**src/rtl/wra_pkg.sv**
```systemverilog
// Package for the windowed RMS amplitude block.
// Holds shared widths, the job record passed from front to back, and back-end states.
// No dependencies.
`default_nettype none
package wra_pkg;
  localparam int POS_W             = 32;
  localparam int WIN_W             = 6;
  localparam int DIV_W             = 7;
  localparam int RMS_W             = 16;
  localparam int RESET_HALF_WINDOW = 21;

  typedef struct packed {
    logic [POS_W-1:0] t_first;
    logic [POS_W-1:0] t_final;
    logic [POS_W-1:0] count;
    logic [WIN_W-1:0] w;
    logic             last;
  } wra_job_t;

  typedef enum logic [2:0] {
    B_IDLE,
    B_WALK,
    B_DRAIN,
    B_DIV,
    B_SQRT,
    B_OUT
  } wra_bstate_t;
endpackage
`default_nettype wire

```
**src/rtl/wra_front.sv**
```systemverilog
// Front end: accepts samples, writes the sample ring, tracks trace position,
// and issues output jobs. Depends on wra_pkg.
`default_nettype none
module wra_front #(
  parameter int MAX_HALF_WINDOW = 32,
  parameter int SAMPLE_WIDTH    = 16,
  parameter int RA_W            = 7
) (
  input  wire logic                     clk,
  input  wire logic                     rst_n,
  input  wire logic                     in_valid,
  output logic                          in_ready,
  input  wire logic [SAMPLE_WIDTH-1:0]  in_sample,
  input  wire logic                     in_last,
  input  wire logic                     cfg_we,
  input  wire logic [wra_pkg::WIN_W-1:0] cfg_data,
  input  wire logic                     busy,
  output logic                          push,
  output wra_pkg::wra_job_t             job,
  output logic [RA_W-1:0]               job_addr,
  output logic                          ring_we,
  output logic [RA_W-1:0]               ring_waddr,
  output logic [SAMPLE_WIDTH-1:0]       ring_wdata
);
  import wra_pkg::*;

  localparam int DEPTH = 2 * MAX_HALF_WINDOW + 1;

  logic [WIN_W-1:0] hw_r, wlat_r, wlat_nxt, w_cur, hw_clamp;
  logic [POS_W-1:0] pos_r, pos_nxt, next_r, next_nxt;
  logic [RA_W-1:0]  wp_r, wp_nxt;
  logic             acc;

  assign in_ready  = !busy;
  assign acc       = in_valid && in_ready;
  assign hw_clamp  = (hw_r > WIN_W'(MAX_HALF_WINDOW)) ? WIN_W'(MAX_HALF_WINDOW) : hw_r;
  assign w_cur     = (pos_r == '0) ? hw_clamp : wlat_r;
  assign ring_we   = acc;
  assign ring_waddr = wp_r;
  assign ring_wdata = in_sample;
  assign job_addr  = wp_r;

  always_comb begin
    pos_nxt  = pos_r;
    next_nxt = next_r;
    wp_nxt   = wp_r;
    wlat_nxt = wlat_r;
    push     = 1'b0;
    job      = '0;
    job.w    = w_cur;
    job.count = pos_r + POS_W'(1);
    if (acc) begin
      wlat_nxt = w_cur;
      if (in_last) begin
        push        = 1'b1;
        job.t_first = next_r;
        job.t_final = pos_r;
        job.last    = 1'b1;
        pos_nxt     = '0;
        next_nxt    = '0;
        wp_nxt      = '0;
      end else begin
        pos_nxt = pos_r + POS_W'(1);
        wp_nxt  = (wp_r == RA_W'(DEPTH - 1)) ? '0 : wp_r + RA_W'(1);
        if (pos_r >= POS_W'(w_cur)) begin
          push        = 1'b1;
          job.t_first = pos_r - POS_W'(w_cur);
          job.t_final = pos_r - POS_W'(w_cur);
          next_nxt    = pos_r - POS_W'(w_cur) + POS_W'(1);
        end
      end
    end
  end

  always_ff @(posedge clk) begin
    if (!rst_n) begin
      hw_r   <= WIN_W'(RESET_HALF_WINDOW);
      wlat_r <= '0;
      pos_r  <= '0;
      next_r <= '0;
      wp_r   <= '0;
    end else begin
      if (cfg_we) hw_r <= cfg_data;
      wlat_r <= wlat_nxt;
      pos_r  <= pos_nxt;
      next_r <= next_nxt;
      wp_r   <= wp_nxt;
    end
  end
endmodule
`default_nettype wire

```
**src/rtl/wra_fifo.sv**
```systemverilog
// Two-entry job queue between front and back ends.
// No dependencies.
`default_nettype none
module wra_fifo #(
  parameter int W = 8
) (
  input  wire logic         clk,
  input  wire logic         rst_n,
  input  wire logic         push,
  input  wire logic [W-1:0] din,
  input  wire logic         pop,
  output logic [W-1:0]      dout,
  output logic              empty
);
  logic [W-1:0] mem_r [2];
  logic         rp_r, wp_r;
  logic [1:0]   cnt_r;

  assign empty = (cnt_r == 2'd0);
  assign dout  = mem_r[rp_r];

  always_ff @(posedge clk) begin
    if (push) mem_r[wp_r] <= din;
  end

  always_ff @(posedge clk) begin
    if (!rst_n) begin
      rp_r  <= 1'b0;
      wp_r  <= 1'b0;
      cnt_r <= 2'd0;
    end else begin
      if (push) wp_r <= !wp_r;
      if (pop)  rp_r <= !rp_r;
      cnt_r <= cnt_r + 2'(push) - 2'(pop);
    end
  end
endmodule
`default_nettype wire

```
**src/rtl/wra_back.sv**
```systemverilog
// Back end: sample ring, folded window walk with squaring accumulator,
// iterative divide by window size and integer square root. Depends on wra_pkg.
`default_nettype none
module wra_back #(
  parameter int MAX_HALF_WINDOW = 32,
  parameter int SAMPLE_WIDTH    = 16,
  parameter int RA_W            = 7
) (
  input  wire logic                    clk,
  input  wire logic                    rst_n,
  input  wire logic                    job_valid,
  input  wra_pkg::wra_job_t            job,
  input  wire logic [RA_W-1:0]         job_addr,
  output logic                         job_pop,
  input  wire logic                    ring_we,
  input  wire logic [RA_W-1:0]         ring_waddr,
  input  wire logic [SAMPLE_WIDTH-1:0] ring_wdata,
  output logic                         active,
  output logic                         out_valid,
  input  wire logic                    out_ready,
  output logic [wra_pkg::RMS_W-1:0]    out_rms,
  output logic                         out_last
);
  import wra_pkg::*;

  localparam int DEPTH = 2 * MAX_HALF_WINDOW + 1;
  localparam int SQ_W  = 2 * SAMPLE_WIDTH;
  localparam int SUM_W = 2 * SAMPLE_WIDTH + DIV_W;
  localparam int RT_W  = SUM_W + 1;
  localparam int CNT_W = $clog2(SUM_W + 1);

  wra_bstate_t st_r, st_nxt;

  logic [SAMPLE_WIDTH-1:0] ring [DEPTH];
  logic [POS_W-1:0]  t_r, tend_r, n_r, p_r;
  logic [WIN_W-1:0]  w_r;
  logic              last_r, dir_r;
  logic [RA_W-1:0]   wl_r;
  logic [DIV_W-1:0]  k_r;
  logic [SUM_W-1:0]  acc_r, quo_r;
  logic [SAMPLE_WIDTH-1:0] rd_r;
  logic              v1_r, v2_r;
  logic [SQ_W-1:0]   sq_r;
  logic [DIV_W-1:0]  rem_r;
  logic [CNT_W-1:0]  cnt_r;
  logic [RT_W-1:0]   rv_r, res_r, bit_r;
  logic              out_valid_r, out_last_r;
  logic [RMS_W-1:0]  out_rms_r;

  logic              rd_en, walk_done, div_done, sqrt_done, load_out, t_done;
  logic [POS_W-1:0]  ring_age, base_p, step_p;
  logic              base_dir, step_dir;
  logic [RA_W:0]     diff;
  logic [RA_W-1:0]   raddr;
  logic [DIV_W-1:0]  dsor, rem_n;
  logic [DIV_W:0]    trial, tsub;
  logic              tge;
  logic [SUM_W-1:0]  quo_n;
  logic [RT_W-1:0]   rb, rv_n, res_n;
  logic              sge;

  assign active    = (st_r != B_IDLE);
  assign out_valid = out_valid_r;
  assign out_rms   = out_rms_r;
  assign out_last  = out_last_r;

  // ring address of folded position p_r, counted back from the newest sample
  assign ring_age = n_r - POS_W'(1) - p_r;
  assign diff  = {1'b0, wl_r} - {1'b0, ring_age[RA_W-1:0]};
  assign raddr = diff[RA_W] ? diff[RA_W-1:0] + RA_W'(DEPTH) : diff[RA_W-1:0];

  // edge-repeat walk: center, then w steps left, then w steps right
  always_comb begin
    base_p   = p_r;
    base_dir = dir_r;
    if (k_r == '0) begin
      base_p   = t_r;
      base_dir = 1'b0;
    end else if (k_r == DIV_W'(w_r)) begin
      base_p   = t_r;
      base_dir = 1'b1;
    end
    step_p   = base_p;
    step_dir = base_dir;
    if (!base_dir) begin
      if (base_p == '0) step_dir = 1'b1;
      else              step_p   = base_p - POS_W'(1);
    end else begin
      if (base_p == n_r - POS_W'(1)) step_dir = 1'b0;
      else                           step_p   = base_p + POS_W'(1);
    end
  end

  assign dsor  = {w_r, 1'b1};
  assign trial = {rem_r, quo_r[SUM_W-1]};
  assign tsub  = trial - {1'b0, dsor};
  assign tge   = (trial >= {1'b0, dsor});
  assign rem_n = tge ? tsub[DIV_W-1:0] : trial[DIV_W-1:0];
  assign quo_n = {quo_r[SUM_W-2:0], tge};

  assign rb    = res_r + bit_r;
  assign sge   = (rv_r >= rb);
  assign rv_n  = sge ? rv_r - rb : rv_r;
  assign res_n = sge ? (res_r >> 1) + bit_r : (res_r >> 1);

  assign walk_done = (k_r == {w_r, 1'b0});
  assign div_done  = (cnt_r == CNT_W'(SUM_W - 1));
  assign sqrt_done = bit_r[0];
  assign t_done    = (t_r == tend_r);

  always_comb begin
    st_nxt   = st_r;
    job_pop  = 1'b0;
    rd_en    = 1'b0;
    load_out = 1'b0;
    unique case (st_r)
      B_IDLE: begin
        if (job_valid) begin
          job_pop = 1'b1;
          st_nxt  = B_WALK;
        end
      end
      B_WALK: begin
        rd_en = 1'b1;
        if (walk_done) st_nxt = B_DRAIN;
      end
      B_DRAIN: begin
        if (!v1_r && !v2_r) st_nxt = B_DIV;
      end
      B_DIV: begin
        if (div_done) st_nxt = B_SQRT;
      end
      B_SQRT: begin
        if (sqrt_done) st_nxt = B_OUT;
      end
      B_OUT: begin
        if (!out_valid_r || out_ready) begin
          load_out = 1'b1;
          st_nxt   = t_done ? B_IDLE : B_WALK;
        end
      end
      default: st_nxt = B_IDLE;
    endcase
  end

  always_ff @(posedge clk) begin
    if (ring_we) ring[ring_waddr] <= ring_wdata;
    if (rd_en)   rd_r <= ring[raddr];
  end

  always_ff @(posedge clk) begin
    sq_r <= SQ_W'($signed(rd_r) * $signed(rd_r));
    if (job_pop) begin
      t_r    <= job.t_first;
      p_r    <= job.t_first;
      tend_r <= job.t_final;
      n_r    <= job.count;
      w_r    <= job.w;
      last_r <= job.last;
      wl_r   <= job_addr;
      k_r    <= '0;
      acc_r  <= '0;
    end else if (load_out && !t_done) begin
      t_r   <= t_r + POS_W'(1);
      p_r   <= t_r + POS_W'(1);
      k_r   <= '0;
      acc_r <= '0;
    end else begin
      if (st_r == B_WALK) begin
        p_r   <= step_p;
        dir_r <= step_dir;
        k_r   <= k_r + DIV_W'(1);
      end
      if (v2_r) acc_r <= acc_r + SUM_W'(sq_r);
    end
    if (st_r == B_DRAIN) begin
      quo_r <= acc_r;
      rem_r <= '0;
      cnt_r <= '0;
    end
    if (st_r == B_DIV) begin
      quo_r <= quo_n;
      rem_r <= rem_n;
      cnt_r <= cnt_r + CNT_W'(1);
      if (div_done) begin
        rv_r  <= RT_W'(quo_n);
        res_r <= '0;
        bit_r <= RT_W'(1) << (RT_W - 2);
      end
    end
    if (st_r == B_SQRT) begin
      rv_r  <= rv_n;
      res_r <= res_n;
      bit_r <= bit_r >> 2;
    end
    if (load_out) begin
      out_rms_r  <= res_r[RMS_W-1:0];
      out_last_r <= last_r && t_done;
    end
  end

  always_ff @(posedge clk) begin
    if (!rst_n) begin
      st_r        <= B_IDLE;
      v1_r        <= 1'b0;
      v2_r        <= 1'b0;
      out_valid_r <= 1'b0;
    end else begin
      st_r <= st_nxt;
      v1_r <= rd_en;
      v2_r <= v1_r;
      if (load_out)       out_valid_r <= 1'b1;
      else if (out_ready) out_valid_r <= 1'b0;
    end
  end
endmodule
`default_nettype wire

```
**src/rtl/windowed_rms_amplitude.sv**
```systemverilog
// Windowed RMS amplitude, top level: front end, job queue, back end.
// Depends on wra_pkg, wra_front, wra_fifo, wra_back.
//
// Usage: samples enter on in_* (tdata = sample, tlast = last sample of a trace).
// Results leave on out_* (tdata = rms, tlast = result for the final position).
// cfg_wr_en/cfg_wr_data set the half window w (clamped to MAX_HALF_WINDOW);
// it is latched at the first sample of each trace.
// Once sample t+w is in, result t is produced; the last sample releases all
// remaining results of the trace.
// Each result walks 2w+1 ring reads through the squaring pipeline (ring read,
// square, accumulate), then a bit-serial divide and a digit-serial root.
// The back end takes a job from the queue before its first result; a
// sample that releases no result does not hold off the input.
// in_tready is low while results of a job are still being computed; a
// finished result waits in the output register, and a stalled receiver
// holds back only the next result. Reset clears control state and sets the
// half window to 21; the ring needs no clearing.
`default_nettype none
module windowed_rms_amplitude #(
  parameter int MAX_HALF_WINDOW = 32,
  parameter int SAMPLE_WIDTH    = 16
) (
  input  wire logic                                clk,
  input  wire logic                                rst_n,
  input  wire logic                                in_tvalid,
  output logic                                     in_tready,
  input  wire logic [((SAMPLE_WIDTH+7)/8)*8-1:0]   in_tdata,   // [SAMPLE_WIDTH-1:0] sample
  input  wire logic                                in_tlast,
  output logic                                     out_tvalid,
  input  wire logic                                out_tready,
  output logic [15:0]                              out_tdata,  // [15:0] rms
  output logic                                     out_tlast,
  input  wire logic                                cfg_wr_en,
  input  wire logic [wra_pkg::WIN_W-1:0]           cfg_wr_data
);
  import wra_pkg::*;

  localparam int DEPTH = 2 * MAX_HALF_WINDOW + 1;
  localparam int RA_W  = $clog2(DEPTH);
  localparam int JW    = $bits(wra_job_t) + RA_W;

  logic                    push, pop, empty, busy, active;
  wra_job_t                fjob, bjob;
  logic [RA_W-1:0]         faddr, baddr;
  logic                    ring_we;
  logic [RA_W-1:0]         ring_waddr;
  logic [SAMPLE_WIDTH-1:0] ring_wdata;
  logic [JW-1:0]           qout;

  assign busy = !empty || active;
  assign bjob  = qout[JW-1:RA_W];
  assign baddr = qout[RA_W-1:0];

  wra_front #(
    .MAX_HALF_WINDOW(MAX_HALF_WINDOW), .SAMPLE_WIDTH(SAMPLE_WIDTH), .RA_W(RA_W)
  ) u_front (
    .clk(clk), .rst_n(rst_n),
    .in_valid(in_tvalid), .in_ready(in_tready),
    .in_sample(in_tdata[SAMPLE_WIDTH-1:0]), .in_last(in_tlast),
    .cfg_we(cfg_wr_en), .cfg_data(cfg_wr_data),
    .busy(busy), .push(push), .job(fjob), .job_addr(faddr),
    .ring_we(ring_we), .ring_waddr(ring_waddr), .ring_wdata(ring_wdata)
  );

  wra_fifo #(.W(JW)) u_fifo (
    .clk(clk), .rst_n(rst_n),
    .push(push), .din({fjob, faddr}),
    .pop(pop), .dout(qout), .empty(empty)
  );

  wra_back #(
    .MAX_HALF_WINDOW(MAX_HALF_WINDOW), .SAMPLE_WIDTH(SAMPLE_WIDTH), .RA_W(RA_W)
  ) u_back (
    .clk(clk), .rst_n(rst_n),
    .job_valid(!empty), .job(bjob), .job_addr(baddr), .job_pop(pop),
    .ring_we(ring_we), .ring_waddr(ring_waddr), .ring_wdata(ring_wdata),
    .active(active),
    .out_valid(out_tvalid), .out_ready(out_tready),
    .out_rms(out_tdata), .out_last(out_tlast)
  );
endmodule
`default_nettype wire

```
**config.mk**
```make
export PLATFORM = sky130hd
export DESIGN_NAME = windowed_rms_amplitude
export DESIGN_NICKNAME = d
export VERILOG_FILES = /design/src/rtl/wra_pkg.sv /design/src/rtl/wra_front.sv /design/src/rtl/wra_fifo.sv /design/src/rtl/wra_back.sv /design/src/rtl/windowed_rms_amplitude.sv
export SDC_FILE = /design/constraint.sdc
export NUM_CORES = 2
export LEC_CHECK = 0
export ABC_AREA = 1
export BUFFER_PORTS_ARGS = -buffer_cell sky130_fd_sc_hd__buf_2
export CAP_MARGIN = 20
export CORE_MARGIN = 3
export CORE_UTILIZATION = 53
export CTS_CLUSTER_DIAMETER = 60
export DETAILED_ROUTE_END_ITERATION = 6
export HOLD_SLACK_MARGIN = 0.03
export PLACE_DENSITY = 0.76
export SETUP_SLACK_MARGIN = 0.02
export SLEW_MARGIN = 40
export SYNTH_ARGS = -nofsm -noshare
export SYNTH_HDL_FRONTEND = slang
export SYNTH_SLANG_ARGS = --single-unit
```
**constraint.sdc**
```tcl
create_clock -name clk -period 13.6 [get_ports clk]
set_clock_uncertainty 0.05 [all_clocks]
set_input_delay 2.04 -clock clk [delete_from_list [all_inputs] [get_ports clk]]
set_output_delay 2.04 -clock clk [all_outputs]
set_load 0.01 [all_outputs]
```
# == Yosys cells after proc, flatten, opt, wreduce, memory -nomap -nowiden ==
# Memories as Yosys holds them, arrays and structs flattened. A register that Yosys moved wholly into a read port is not among the register bits.
# Index checks and enable logic that the tools add are counted.
# totals
register_bits,502
mem_bits_rw,1260
in_bits,28
out_inout_bits,19
wordCells,184
mem_count,2
# op_classes
n_addsub,20
mul,1
order_cmp,4
n_eq_ne,18
muxes,70
bitwise,2
reduce_logical,34
# memory_table
memory,depth,word_bits,rd,rd_clocked_by_memory_dff,write_ports,line,text
u_back.ring,65,16,1,1,1,wra_back.sv:34,logic [SAMPLE_WIDTH-1:0] ring [DEPTH];
u_fifo.mem_r,2,110,1,1,1,wra_fifo.sv:15,logic [W-1:0] mem_r [2];
# op_table
op,count
32-bit 2-to-1 mux,13
40-bit 2-to-1 mux,8
64-bit 2-to-1 mux,3
32-bit by 1-bit adder with 32-bit output (second input constant),4
39-bit 2-to-1 mux,2
38-bit 2-to-1 mux,2
32-bit equality test,2
32-bit zero test,2
32-bit by 1-bit subtractor with 32-bit output (second input constant),2
7-bit 2-to-1 mux,6
39-bit by 39-bit adder with 40-bit output,1
40-bit by 39-bit adder with 40-bit output,1
40-bit greater-or-equal comparator,1
40-bit subtractor,1
39-bit by 32-bit adder with 39-bit output,1
37-bit 2-to-1 mux,1
32-bit by 6-bit greater-or-equal comparator with 1-bit output,1
16-bit by 16-bit multiplier with 32-bit output,1
32-bit by 6-bit subtractor with 32-bit output,1
1-bit 2-to-1 mux,24
6-bit 2-to-1 mux,4
3-bit 2-to-1 mux,6
3-bit one-hot mux with 6 select lines,1
7-bit by 1-bit adder with 7-bit output (second input constant),2
30 further kinds,59

# == Logic depth before layout (Yosys ltp) ==
# logic_depth
ltp_word,9
depth_mapped,31
depth_no_buf,30

# == Hierarchy ==
# Synthesis repeated with hierarchy kept, for this count alone.
# unflattened
hier_cells,9540
hier_area_um2,95616.7
# modules_own_cells
module,n_inst,cells_per_inst,area_per_inst_um2
wra_back,1,7942,79422.4
wra_fifo,1,374,8658.3
wra_front,1,1221,7524.7
windowed_rms_amplitude,1,3,11.3

# == Worst setup path before layout ==
# No wires, ideal clock.
# synth_timing
path_kind,register to register
startpoint,reg u_front.pos_r[18]
endpoint,"mem u_fifo.mem_r[0][0] (netlist name), enable pin"
setup_ps,580
arrival_time_ps,8172
required_ps,12970
slack_ps,4798
path_stages_with_launch,23
path_buffers,3
synth_period_minus_slack_ps,8802
path_cell_list,dfxtp_1 clkbuf_1 nor2_1 inv_1 nor4_1 nand4_1 inv_1 nand3_1 nor2_1 a22oi_1 ha_1 nand2_1 o21ai_2 a21oi_4 nand2_2 nor2_2 nand3_1 clkbuf_1 nor2_1 inv_1 nand2_1 buf_2 nor2_1
# synth_via
elab_chain_len,8
# synth_lines
item,line,text
start: declaration,wra_front.sv:30,"logic [POS_W-1:0] pos_r, pos_nxt, next_r, next_nxt;"
start signal: assignment,wra_front.sv:85,pos_r <= pos_nxt;
32-bit zero test,wra_front.sv:37,assign w_cur = (pos_r == '0) ? hw_clamp : wlat_r;
6-bit 2-to-1 mux,wra_front.sv:37,
32-bit by 6-bit greater-or-equal comparator with 1-bit output *,wra_front.sv:65,if (pos_r >= POS_W'(w_cur)) begin
1-bit 2-to-1 mux *,wra_front.sv:65,
1-bit 2-to-1 mux *,wra_front.sv:54,if (in_last) begin
1-bit 2-to-1 mux *,wra_front.sv:52,if (acc) begin
1-bit 2-to-1 mux *,wra_fifo.sv:23,if (push) mem_r[wp_r] <= din;
1-bit 2-to-1 mux (not written as such) *,wra_fifo.sv:23,
end: declaration,wra_fifo.sv:15,
# Mark *: on every way between the ends. The rest lies on a longest branch, timed or not.

# == Worst setup path after layout ==
# layout_timing
startpoint,reg u_back.n_r[0]
endpoint,"reg u_back.rd_r[13], read port of u_back.ring, data pin"
# layout_via
elab_chain_len,5
# layout_lines
item,line,text
start: declaration,wra_back.sv:35,"logic [POS_W-1:0] t_r, tend_r, n_r, p_r;"
start signal: assignment,wra_back.sv:157,n_r <= job.count;
32-bit by 1-bit subtractor with 32-bit output *,wra_back.sv:68,assign ring_age = n_r - POS_W'(1) - p_r;
7-bit subtractor *,wra_back.sv:68,
7-bit by 7-bit subtractor with 8-bit output *,wra_back.sv:69,"assign diff = {1'b0, wl_r} - {1'b0, ring_age[RA_W-1:0]};"
7-bit adder,wra_back.sv:70,assign raddr = diff[RA_W] ? diff[RA_W-1:0] + RA_W'(DEPTH) : diff[RA_W-1:0];
7-bit 2-to-1 mux *,wra_back.sv:70,
end: declaration,wra_back.sv:41,logic [SAMPLE_WIDTH-1:0] rd_r;
# Marks and branches as above.
# A chain may end at the register's enable or synchronous reset.

==> flow_summary.toml <==
[run_status]
status = "finished with violations"
violations = "design-rule violations"

[timing]
max_freq_mhz = 134.7
hold_violations = 0
tns_ns = 0
setup_violations = 0
worstMarginPinSlew_ns = 0.9481
rsz0062_at_grt = "false"
period_needed_ns = 7.422
layout_setup_ws_ns = 6.178
whs_ns = 0.3803
finalCritPeriodShare_pct = 54.57
slew_headroom_pct = 36.60
drv_slew = 0

[clock_tree]
path_clk_slew_ns = 0.06
clockRootBuffer = "clkbuf_16"
htree_levels = 4
cts_buffers = 187
cts_hold_buf = 0
cts_resized = 0
cts_setup_buffers = 0
cts_tree = "built"
numClockSinks = 1759
worstSkewPairLatency_ns = 0.85
cts_buffer_depth = 3

[detailed_routing]
first_pass_iters = 7
vias_per_cell = 5.886
routed-via-count = 71540
initialDrtViolationCount = 8866
wl_per_cell_um = 21.82
wl_um = 265200
antenna_left = 0
route.detailed.drc = 1

[setup_path]
slowest_delay_ns = 0.66
worstPathRequired_ns = 14.26
cp_common_cell = "nand2_1"
crit_arrival_ns = 8.08
cp-start-kind = "flop"
critPathBufInv = 7
endpoint_kind = "flop"
path_max_fanout = 148
path_delay_family = "buffers and inverters"
cp_slowest_cell = "clkinv_8"
crit_type = "flop to flop"

[grt]
grt_pass1_wl_um = 405400
grt.total_usage_pct = 28.73
grt_pass1_vias = 70070
grt_max_degree = 221
antenna_found_initial = 3
grt.overflow.total = 0

[yosys]
yosys_register_bits = 1759
synth_top_cell_by_area = "edfxtp_1"
synth.area.top_cells = "edfxtp_1, nand2_1, fa_1"
synth_edf_count = 1587
synth_cell_types = 60
synthesis.nets = 10170
synthDominantCellAreaShare_pct = 50.61
yosysSeqAreaShare_pct = 54.27
syn_area_per_cell_sq_um = 9.750
synth_cells = 9658
synth-main-ff-cell = "edfxtp_1"
ys_warn_count = 0
async_reset_ff_share_pct = 0
syn_area_sq_um = 94170

[min_path]
hold_path_class = "flop to flop"

[floorplan]
die-area_sq_um = 182800
start_util_pct = 53.41
fp.dieH_um = 427.5
die_w_um = 427.5
fp.coreArea_sq_um = 176300
ios = 47
rows = 154

[cells_and_area]
drive_above_1_share_pct = 7.898
design_area_sq_um = 103400
area_delta_synth_final_pct = 9.832
final_common_cell = "nand2_1"
layout_common_cells = "nand2_1, edfxtp_1, inv_1"
nNetsFinal = 10160

[place]
dpl_worst_slack_ns = 5.792
gp_congestion = 0.9796
dp_hpwl_um = 176100
place.port_buffers = 46
place_area_sq_um = 97140

[flow_run]
maxCapViolCount = 0
[cells by family after synthesis]
group | Yosys count | share of synthesized area (%)
xor+xnor | 303 | 2.842
simple gates | 3952 | 17.74
buf+inv | 1447 | 5.862
flops | 1759 | 54.27
fa+ha+maj | 486 | 8.363
compound gates | 1711 | 10.93
[per-layer routing]
layer / track usage, % / part of all wire, % / up-vias
met5: 0 / 0 / -
met4: 13.08 / 4.8 / 0
met3: 4.862 / 9.5 / 645
met2: 46.41 / 46 / 3764
met1: 38.16 / 39 / 34100
li1: - / - / 33030
[synth_stat cells (all sizes together) (76+ instances only)]
cell    number
nand4       76
a21oi      378
inv       1039
o21bai      88
fa         239
xnor2       97
nor3       107
nand3      572
edfxtp    1587
ha         247
nor2      1011
nand2     1954
clkbuf     336
or2        176
o211ai     389
o21ai      665
xor2       206
dfxtp      172
[stage by stage]
step / instances / util, %
after detailed placement: 11800 / 55.10
after global placement: 11790 / 55.06
after CTS: 12150 / 58.60
after floorplan: 9658 / -
after global routing: 12150 / 58.66
final: 12150 / 58.66
[sequential cells by signal (all words and copies together) (netlist names), 7 cells and up, named ones only]
signal	count
u_back.ring	1040
u_back.out_rms	16
u_back.rv_r	40
u_back.quo_r	39
u_back.rd_r	16
u_front.next_r	32
u_front.job_addr	7
u_back.n_r	32
u_back.wl_r	7
u_back.acc_r	39
u_fifo.mem_r	220
u_back.rem_r	7
u_back.t_r	32
u_back.sq_r	31
u_back.p_r	32
u_back.bit_r	20
u_back.res_r	40
u_front.pos_r	32
u_back.tend_r	32
u_back.k_r	7
[path summary, 6_finish.rpt]
path / from / endpoint / slack, ns / cells past startpoint
worst max register to register: u_back.n_r[0] / u_back.rd_r[13] / 6.18 / 31
worst min register to register: u_back.v1_r / u_back.v2_r / 0.38 / 2
worst min-delay path: u_back.v1_r / u_back.v2_r / 0.38 / 2
worst max-delay path: u_back.n_r[0] / u_back.rd_r[13] / 6.18 / 31
[cell type report]
type	instances	area (sq um)
clock buffers	238	5005
diodes	1	2.502
fillers	14420	72880
clock inverters	114	1172
inverters	1042	3939
repair buffers	207	1555
multi-input cells	6452	37720
well taps	2340	2928
flip-flops and latches	1759	51100
[worst min-delay path: cells and delay by family, from the launching register on]
kind | cells | cell delay, ns
buffers and inverters | 1 | 0.04
flip-flops | 1 | 0.31
AND/OR/NAND/NOR | 1 | 0.06
Power is not shown: default switching activity piles up to over one toggle a cycle in this logic, so the estimate is an artifact.
